### src/design/dmc_pkg.sv
// Shared types for the direct-mapped write-back cache: controller states, command and status.
`default_nettype none
package dmc_pkg;

  typedef enum logic [2:0] {
    ST_CLEAR,
    ST_IDLE,
    ST_TAG_RD,
    ST_COMPARE,
    ST_WB,
    ST_FILL,
    ST_ACCESS,
    ST_DONE
  } state_t;

  typedef struct packed {
    logic load;        // capture the input item
    logic clear_step;  // zero one backing word
    logic cnt_clr;     // restart the word counter
    logic judge;       // latch the hit flag
    logic wb_step;     // one step of the victim write-back
    logic fill_step;   // one step of the line fetch
    logic fill_done;   // install tag, valid, clean
    logic access;      // word read or write in the line
  } cmd_t;

  typedef struct packed {
    logic clr_last;
    logic cnt_last;
    logic hit;
    logic victim_dirty;
  } status_t;

endpackage
`default_nettype wire

### src/design/dmc_ctrl.sv
// Controller state machine for the cache: sequences clear, lookup, write-back, fetch and access.
`default_nettype none
module dmc_ctrl
  import dmc_pkg::*;
(
  input  wire logic    clk,
  input  wire logic    rst_n,
  input  wire logic    start,
  input  wire status_t status,
  output cmd_t         cmd,
  output logic         busy,
  output logic         out_valid
);

  state_t state_r, state_nxt;

  always_ff @(posedge clk) begin
    if (!rst_n) begin
      state_r <= ST_CLEAR;
    end else begin
      state_r <= state_nxt;
    end
  end

  always_comb begin
    state_nxt = state_r;
    unique case (state_r)
      ST_CLEAR:   if (status.clr_last) state_nxt = ST_IDLE;
      ST_IDLE:    if (start) state_nxt = ST_TAG_RD;
      ST_TAG_RD:  state_nxt = ST_COMPARE;
      ST_COMPARE: begin
        priority if (status.hit)          state_nxt = ST_ACCESS;
        else if (status.victim_dirty)     state_nxt = ST_WB;
        else                              state_nxt = ST_FILL;
      end
      ST_WB:      if (status.cnt_last) state_nxt = ST_FILL;
      ST_FILL:    if (status.cnt_last) state_nxt = ST_ACCESS;
      ST_ACCESS:  state_nxt = ST_DONE;
      ST_DONE:    state_nxt = ST_IDLE;
      default:    state_nxt = ST_IDLE;
    endcase
  end

  always_comb begin
    cmd       = '0;
    busy      = 1'b1;
    out_valid = 1'b0;
    unique case (state_r)
      ST_CLEAR:   cmd.clear_step = 1'b1;
      ST_IDLE: begin
        busy     = 1'b0;
        cmd.load = start;
      end
      ST_TAG_RD:  ;
      ST_COMPARE: begin
        cmd.judge   = 1'b1;
        cmd.cnt_clr = 1'b1;
      end
      ST_WB: begin
        cmd.wb_step = 1'b1;
        cmd.cnt_clr = status.cnt_last;
      end
      ST_FILL: begin
        cmd.fill_step = 1'b1;
        cmd.fill_done = status.cnt_last;
        cmd.cnt_clr   = status.cnt_last;
      end
      ST_ACCESS:  cmd.access = 1'b1;
      ST_DONE:    out_valid  = 1'b1;
      default:    ;
    endcase
  end

endmodule
`default_nettype wire

### config.mk
export PLATFORM = sky130hd
export DESIGN_NAME = dmc_ctrl
export DESIGN_NICKNAME = d
export VERILOG_FILES = /design/src/design/dmc_pkg.sv /design/src/design/dmc_ctrl.sv
export SDC_FILE = /design/constraint.sdc
export NUM_CORES = 1
export LEC_CHECK = 0
export BUFFER_PORTS_ARGS = -buffer_cell sky130_fd_sc_hd__buf_2
export CAP_MARGIN = 5
export CORE_AREA = 2 2 39 41
export DETAILED_ROUTE_END_ITERATION = 6
export DIE_AREA = 0 0 41 43
export GPL_TIMING_DRIVEN = 1
export PLACE_DENSITY = 0.41
export SYNTH_ARGS = -nofsm -noshare
export SYNTH_HDL_FRONTEND = slang
export SYNTH_SLANG_ARGS = --single-unit
### constraint.sdc
create_clock -name clk -period 1.29 [get_ports clk]
set_input_delay 0.0645 -clock clk [delete_from_list [all_inputs] [get_ports clk]]
set_output_delay 0.0645 -clock clk [all_outputs]
set_load 0.005 [all_outputs]
# Yosys cells after proc, flatten, opt, wreduce, memory -nomap -nowiden
# Cells that the tools add are included.
# word_totals
elab_cells	31
latchBits	0
reg_bits	3
n_memories	0
in_bits	7
ramBits	0
out_inout_bits	10
mem_bits_ro	0
# op_classes
bitwise_logic	0
n_mux	16
shift	0
n_lt_le_gt_ge	0
n_eq_ne	11
div_mod_pow	0
reduce_logical	3
mul	0
add_sub_neg	0
# op_table
op	count
$pmux W3 S8	1
$eq A3 B3 Y1 const B	4
$mux W3	4
$mux W1	8
$ne A2 B2 Y1 const B	4
$eq A3 B2 Y1 const B	2
$mux W2	2
$reduce_and A4 Y1	1
$eq A3 B1 Y1 const B	1
$logic_not A3 Y1	1
$pmux W1 S2	1
$reduce_or A2 Y1	1

# Depth between registers and ports, before layout
# Gate-level depths: netlist (run 1).
# depth
word_depth	3
ltp_mapped	4

# Worst setup path before layout (run 1)
# No wires, ideal clock.
# synth_path
path_type	reg2out
start	register state_r[1]
end	output cmd[7] (netlist bit)
path_stages_with_launch	4
arrival_time_ns	0.923
setup_slack_ns	0.303
path_buffers	1
path_cell_list	dfxtp_1 buf_6 or3b_4 nor2_1
# synth_lines
item	line_no	text
start, declared	dmc_ctrl.sv:15	state_t state_r, state_nxt;
start signal, assigned	dmc_ctrl.sv:21	state_r <= state_nxt;
end, declared	dmc_ctrl.sv:10	output cmd_t cmd,

==> metrics, run 1 <==
Final Cell Area 412.9 sq um; post-synthesis register bit count 3; Post-Syn Instances 35; total power 0.0003861 W; commonest cells after routing, fill and taps aside buf_2, nand2_1, nor2_1, buf_4, clkbuf_4; share of layout cells above drive strength 1 53.57%; hold path startpoint rst_n; Largest Register state_r; H-tree levels 1; total grt overflow 0; CTS tree done; RD Place Congestion 0.6606; worst vdd ir 0.0005325 V; IO Port Bufs 16; Worst Tran Pin Value 0.1975 ns; DRT iter0 DRCs 5; clock root cell clkbuf_4; final hold viol count 0; maxcap violations 0; Skew-Pair Late Insertion Delay 0.24 ns; Final Cycle Share 96.04%; core area 1384 sq um; RSZ-0062 raised after global routing yes; Antenna Cells 0; crit-path max FO 8; synthesized area 274.0 sq um; hold_buf cts 0; DRC violations left 0; switching pwr 0.0001064 W; Syn. warnings 0; Top Registers state_r (3); Hold Path Cell Cnt 2; CTS Buffer Depth 2; routed len/inst 9.722 um; Post-DP HPWL 527.8 um; status finished clean; Worst Setup Start Kind flop; area post-placement 355.3 sq um; most common cell after layout, fill and taps aside buf_2; Required @ worst endpoint 1.23 ns; Setup-failing EPs final 0; clk sinks 3; pin count of the biggest net entering global routing 12; logic gate share of total power 27.6%; die area 1763 sq um; sequential share of power 29.0%; FF-to-FF End state_r[0]; CP Capture Type primary output; nets@finish 64; drt total wl 700 um; # IOs 17; Synth cell types 24; Sw Ratio 27.55%; end-of-flow core utilization 29.84%; R2R Setup Slk 0.31 ns; Max Slew Vio Count 0; initial core utilization 19.80%; Int Power 0.0002797 W; max reg flops 3; overall routing resource usage 8.735%; CP Class flop to primary output; Fillers 163; post-route ant nets 0; worst hold path type input pin to flop; total number of vias 295; Die H 43 um; vias in the first global route 231; skew final 0.001377 ns; setup_tns 0 ns; initial antenna violation count 0; min Tclk post-route 1.239 ns; row cnt 14; drt first pass iters 4; Area Overhead vs Synth 50.68%; die width 41 um; Worst R2R Start state_r[0]; DR vias/cell 4.097; post-synthesis sequential area ratio 21.92%; PwrDens 935.1 nW/um^2; total CTS buffers 3; Clock Pin Slew Worst Setup and Hold Paths 0.04 ns; Hold Path End state_r[1]; syn nets 42; Lkg Pwr 0.2160 nW; first-pass GRT wire length 1014 um; Clk network pwr share 43.4%; f_max 807.2 MHz; CP Data Arrival Time 1.17 ns; hold slack 0.06147 ns; slew margin rel. 86.46%; synthesized area per cell 7.829 sq um; worst reg2reg path depth 3
[power by group through the flow]
| stage | clock network, W | registers [W] | logic, W |
|---|---|---|---|
| 3_3_place_gp | 0 | 0.000118 | 0.0000905 |
| 3_5_place_dp | 0 | 0.000118 | 0.0000888 |
| 2_1_floorplan | 0 | 0.000107 | 0.0000707 |
| 6_report | 0.000167 | 0.000112 | 0.000107 |
| 5_1_grt | 0.000186 | 0.000114 | 0.000120 |
| 4_1_cts | 0.000173 | 0.000118 | 0.0000892 |
[stage by stage]
step / setup slack (ns) / std cells
floorplan: 0.3028 / 35
global placement: 0.1744 / 65
detailed placement: 0.1838 / 65
CTS: 0.02277 / 69
global route: -0.01409 / 72
finish: 0.05112 / 72
[kinds of logic (layout without fill, tap and decap cells)]
group                     count (synthesis)  after routing  synth area share (%)
and+or+nand+nor                          18             18                 37.90
AOI/OAI and AO/OA                         6              6                 17.35
buffers and inverters                     5             26                 12.33
DFF                                       3              3                 21.92
muxes                                     2              2                 7.306
xor gates and xnor gates                  1              1                 3.197
[worst max-delay path: stages (launching register included)]
cell	delay (ns)
dfxtp_4	0.36
or3b_4	0.39
nor2_1	0.08
buf_2	0.11
[final cells by class]
type | count | area, sq um | area share, %
Multi-Input combinational cell | 27 | 180.2 | 43.64
Tap cell | 16 | 20.02 | 4.848
Inverter | 2 | 7.507 | 1.818
Clock buffer | 4 | 26.28 | 6.364
Sequential cell | 3 | 68.82 | 16.67
Timing Repair Buffer | 20 | 110.1 | 26.67
[metal layers]
metal / track usage [%] / vias up / part of all wire [%]
met5: 0 / - / 0
met4: 2.000 / 0 / 0
met3: 6.283 / 0 / 15
met2: 10.00 / 19 / 35
met1: 12.86 / 118 / 50
li1: - / 158 / -
[repair_timing]
action	CTS	global route
resized for setup	3	2
cloned	0	0
setup endpoints to repair	4	1
buffers inserted	0	3
[how the worst max path moves through the flow]
| stage | endpoint | start |
|---|---|---|
| 2_1_floorplan | cmd[7] | state_r[1] |
| 3_3_place_gp | state_r[0] | state_r[0] |
| 3_5_place_dp | state_r[1] | state_r[2] |
| 4_1_cts | cmd[7] | state_r[0] |
| 5_1_grt | cmd[7] | state_r[1] |
| 6_report | cmd[7] | state_r[1] |
[Yosys cell counts]
| library cell | n | share of area [%] |
|---|---|---|
| a21boi_1 | 1 | 2.7 |
| o21a_1 | 1 | 2.7 |
| and2b_4 | 1 | 3.7 |
| and2_1 | 1 | 2.3 |
| o21ai_0 | 1 | 1.8 |
| a221oi_2 | 1 | 5.5 |
| a21boi_0 | 1 | 2.7 |
| and3_1 | 1 | 2.3 |
| dfxtp_1 | 3 | 22 |
| nor3b_1 | 1 | 2.7 |
| xnor2_1 | 1 | 3.2 |
| nor3_1 | 1 | 1.8 |
| and3_2 | 1 | 2.7 |
| or3b_4 | 1 | 4.1 |
| nand3b_1 | 1 | 2.7 |
| nor2_1 | 4 | 5.5 |
| nand2b_1 | 1 | 2.3 |
| nand2_1 | 4 | 5.5 |
| nor2b_1 | 1 | 2.3 |
| buf_4 | 2 | 5.5 |
| inv_1 | 2 | 2.7 |
| mux2i_1 | 2 | 7.3 |
| buf_6 | 1 | 4.1 |
| o21ai_1 | 1 | 1.8 |
No activity file was read; power rests on OpenSTA's default activity.
==> run 2: changes to the inputs <==
- GPL_TIMING_DRIVEN: 1 -> 0
==> run 2 against run 1 <==
The run now ends with negative setup slack left. Wire length is 4.4% higher. Setup slack got worse by 0.066 ns. Sequential cell count unchanged. Die area did not move. Via count up 1.4%. Combinational power up 4%. Hold slack worse by 0.0068 ns. Sequential power down 4%. Clock skew is 0.0083 ns higher. Sequential share of layout area fell by 1.8 points. Critical path type unchanged.
==> metrics, run 2 (synthesized netlist as in run 1, its figures left out) <==
status finished with violations; failing checks negative setup slack; area post-placement 374.1 sq um; RSZ-0062 raised after global routing yes; maxcap violations 0; Worst R2R Start state_r[2]; WP buf/inv 2; fin cells 73; crit path cell chain buf_6, or3b_4, nor2_1, buf_2; placed insts 67; worst reg2reg path depth 5; drt total wl 731 um; CP Data Arrival Time 1.24 ns; Hold Path End state_r[1]; Worst path max stage delay 0.38 ns; Clock Pin Slew Worst Setup and Hold Paths 0.04 ns; post-route setup slack -0.01481 ns; Required @ worst endpoint 1.23 ns; DRC violations left 0; core area 1384 sq um; hold slack 0.05466 ns; RD Place Congestion 0.6288; FF-to-FF End state_r[0]; initial antenna violation count 0; CTS tree done; total number of vias 299; crit-path max FO 4; Hold Path Cell Cnt 2; worst hold path type input pin to flop; hold path startpoint rst_n; Lkg Pwr 0.2214 nW; Final Cell Area 421.7 sq um; die width 41 um; final hold viol count 0; CTS Buffer Depth 2; f_max 766.4 MHz; Skew-Pair Late Insertion Delay 0.24 ns; CP delay by family, top simple AND/OR/NAND/NOR gates; Slowest-stage cell, CP or3b_4; skew final 0.009639 ns; hold_buf cts 0; min Tclk post-route 1.305 ns; Final Cycle Share 101.1%; PwrDens 926.7 nW/um^2; pin count of the biggest net entering global routing 11; routed len/inst 10.01 um; clock root cell clkbuf_4; Max Slew Vio Count 0; Die H 43 um; CP Class flop to primary output; most common cell after layout, fill and taps aside buf_2; max reg flops 3; end-of-flow core utilization 30.47%; overall routing resource usage 9.237%; total CTS buffers 3; CP Capture Type primary output; Top Registers state_r (3); Setup-failing EPs final 1; worst vdd ir 0.0004116 V; row cnt 14; # IOs 17; vias in the first global route 231; DRT iter0 DRCs 3; slew margin rel. 87.12%; setup_tns -0.01481 ns; first-pass GRT wire length 1028 um; nets@finish 65; H-tree levels 1; Worst Setup Start Kind flop; clk sinks 3; Area Overhead vs Synth 53.88%; R2R Setup Slk 0.19 ns; initial core utilization 19.80%; die area 1763 sq um; commonest cells after routing, fill and taps aside buf_2, nand2_1, nor2_1, buf_4, clkbuf_4; DR vias/cell 4.096; IO Port Bufs 16; total grt overflow 0; Largest Register state_r; Worst Tran Pin Value 0.1879 ns; share of layout cells above drive strength 1 52.63%; Antenna Cells 0; drt first pass iters 2; Post-DP HPWL 529.6 um; post-route ant nets 0
[run 2: worst max-delay path by stage]
stage | startpoint | endpoint | cells past startpoint
2_1_floorplan | state_r[1] | cmd[7] | 3
3_3_place_gp | state_r[2] | cmd[7] | 4
3_5_place_dp | state_r[2] | cmd[7] | 4
4_1_cts | state_r[1] | cmd[7] | 4
5_1_grt | state_r[1] | cmd[7] | 4
6_report | state_r[1] | cmd[7] | 4
[run 2: per-layer routing]
layer | vias up | global-route usage [%] | part of all wire (%)
met5 | - | 0 | 0
met4 | 0 | 4.000 | 0
met3 | 0 | 6.283 | 13
met2 | 18 | 11.25 | 39
met1 | 120 | 12.22 | 48
li1 | 161 | - | -
[run 2: stage by stage]
stage,power (W),setup slack [ns]
global placement,0.0002145,0.2134
global route,0.0004161,-0.06801
floorplan,0.0001774,0.3028
finish,0.0003907,-0.01481
CTS,0.0003991,-0.03092
detailed placement,0.0002142,0.2092
[run 2: final cells by class]
type,count,area (sq um)
plain buffers,3,30.03
well taps,16,20.02
flip-flops and latches,3,62.56
fillers,158,962.2
clock buffers,4,26.28
inverters,2,7.507
repair buffers,18,95.09
multi-input cells,27,180.2
[run 2: report_power, final]
part | internal [W] | total, W | switching (W)
logic | 0.0000618 | 0.000111 | 0.0000491
registers | 0.000101 | 0.000107 | 0.00000573
clock network | 0.000116 | 0.000173 | 0.0000564
total | 0.000280 | 0.000391 | 0.000111
[run 2: repair_timing]
action / 4_1_cts / 5_1_grt
resized for setup: 1 / 2
endpoints found under the hold margin: 0 / 0
setup buffers: 1 / 1
endpoints found under the setup margin: 1 / 2
==> run 3: changes to the inputs <==
- ABC_AREA: unset -> 1
- PLACE_DENSITY: 0.41 -> 0.4
==> run 3 against run 2 <==
The run now ends clean. Power increased by 37%. Register-to-register slack improved by 0.03 ns. Synthesized area decreased by 6.4%. Core utilization decreased by 2.8 points. Critical path type unchanged. Largest cell class unchanged.
==> metrics, run 3 <==
setup_tns 0 ns; share of layout cells above drive strength 1 47.46%; Required @ worst endpoint 1.23 ns; routed len/inst 8.547 um; hold slack 0.07985 ns; Post-DP HPWL 509.2 um; row cnt 14; total number of vias 301; Largest Register state_r; total CTS buffers 3; f_max 867.3 MHz; overall routing resource usage 7.823%; leading cell type by number of instances after synthesis nor2_1; worst vdd ir 0.0005110 V; synthesized area per cell 6.577 sq um; Syn. warnings 0; async set-reset flop share out of synthesis 0%; initial antenna violation count 0; max reg flops 3; CP Capture Type primary output; synthesized area 256.5 sq um; Worst Setup Start Kind flop; post-synthesis register bit count 3; most common cell after layout, fill and taps aside buf_2; total power 0.0005348 W; Worst Tran Pin Value 0.2187 ns; Fillers 174; Hold Path Cell Cnt 3; commonest cells after routing, fill and taps aside buf_2, nor2_1, inv_1; R2R Setup Slk 0.22 ns; CTS tree done; Worst R2R Start state_r[2]; CP Data Arrival Time 1.09 ns; RD Place Congestion 0.6261; worst reg2reg path depth 7; number of setup buffers added after CTS 0; nets@finish 67; Max Slew Vio Count 0; Area Overhead vs Synth 49.27%; Skew-Pair Late Insertion Delay 0.23 ns; hold_buf cts 0; commonest cells in the netlist nor2_1, inv_1; die area 1763 sq um; crit-path max FO 5; DRC violations left 0; die width 41 um; Top Registers state_r (3); post-route ant nets 0; core area 1384 sq um; # IOs 17; Final Cycle Share 89.38%; RSZ-0062 raised after global routing no; H-tree levels 1; syn nets 46; FF-to-FF End state_r[0]; post-synthesis sequential area ratio 23.41%; Lkg Pwr 0.2045 nW; Post-synth top flop dfxtp_1; CTS-repair resized insts 0; vias in the first global route 257; drt total wl 641 um; min Tclk post-route 1.153 ns; area post-placement 356.6 sq um; CP Class flop to primary output; slew margin rel. 85.40%; Die H 43 um; pin count of the biggest net entering global routing 9; Post-Syn Instances 39; total grt overflow 0; clock root cell clkbuf_4; leading area contributor after synthesis dfxtp_1; clk sinks 3; Area contributors post-synth dfxtp_1, nor2_1, nor2_4; status finished clean; drt first pass iters 3; worst hold path type input pin to flop; Synth cell types 16; fin cells 75; PwrDens 1397 nW/um^2; first-pass GRT wire length 931 um; IO Port Bufs 16; DRT iter0 DRCs 2; Post-synth EDFFs 0; maxcap violations 0; Antenna Cells 0; Final Cell Area 382.9 sq um; DR vias/cell 4.013; hold path startpoint rst_n; Clock Pin Slew Worst Setup and Hold Paths 0.04 ns; Synth top area share 23.41%; final hold viol count 0; Setup-failing EPs final 0; placed insts 71; CTS Buffer Depth 2; skew final 0.002733 ns; initial core utilization 18.54%; Hold Path End state_r[0]
==> run 3: per-layer routing <==
layer	vias to the layer above	global-route usage [%]	routed length [um]
li1	165	-	-
met1	122	8.654	316
met2	14	12.19	264
met3	0	4.712	61
met4	0	2.000	0
met5	-	0	0
==> run 3: cell families (layout without fill, tap and decap cells) <==
group	count (synthesis)	count (layout)	synth area share, %
buffers and inverters	7	27	13.17
AOI/OAI and AO/OA	6	6	12.20
and+or+nand+nor	23	23	51.22
DFF	3	3	23.42
==> run 3: layout make-up <==
type	count	area, sq um	area share, %
Clock buffer	4	26.28	6.863
Sequential cell	3	60.06	15.69
Multi-Input combinational cell	29	162.7	42.48
Inverter	6	22.52	5.882
Tap cell	16	20.02	5.229
Buffer	1	11.26	2.941
Timing Repair Buffer	16	80.08	20.92
==> run 3: worst max path at each step <==
stage,from,to,depth (start not counted)
after floorplan,state_r[2],state_r[0],7
after global placement,state_r[2],state_r[0],7
after detailed placement,state_r[2],state_r[0],7
after CTS,state_r[1],cmd[5],4
after global routing,state_r[1],cmd[1],4
final,state_r[1],cmd[5],4
==> run 3: worst max-delay path, stage by stage (launching register included) <==
cell and delay, ns:
dfxtp_1 0.43, inv_2 0.10, nand2_1 0.12, o22ai_1 0.08, buf_2 0.13
==> run 3: where the power goes <==
| group | switching, W | internal, W | total [W] | leakage, nW |
|---|---|---|---|---|
| Sequential | 0.0000186 | 0.000111 | 0.000130 | 0.0247 |
| Clock | 0.0000477 | 0.000116 | 0.000164 | 0.0150 |
| Combinational | 0.000134 | 0.000108 | 0.000242 | 0.165 |
==> run 3: metrics by stage <==
| step | utilization, % | worst slack, ns |
|---|---|---|
| after global routing | 27.67 | 0.04955 |
| after CTS | 27.67 | 0.1251 |
| after detailed placement | 25.77 | 0.2265 |
| after floorplan | - | 0.3349 |
| final | 27.67 | 0.1369 |
| after global placement | 25.77 | 0.2172 |
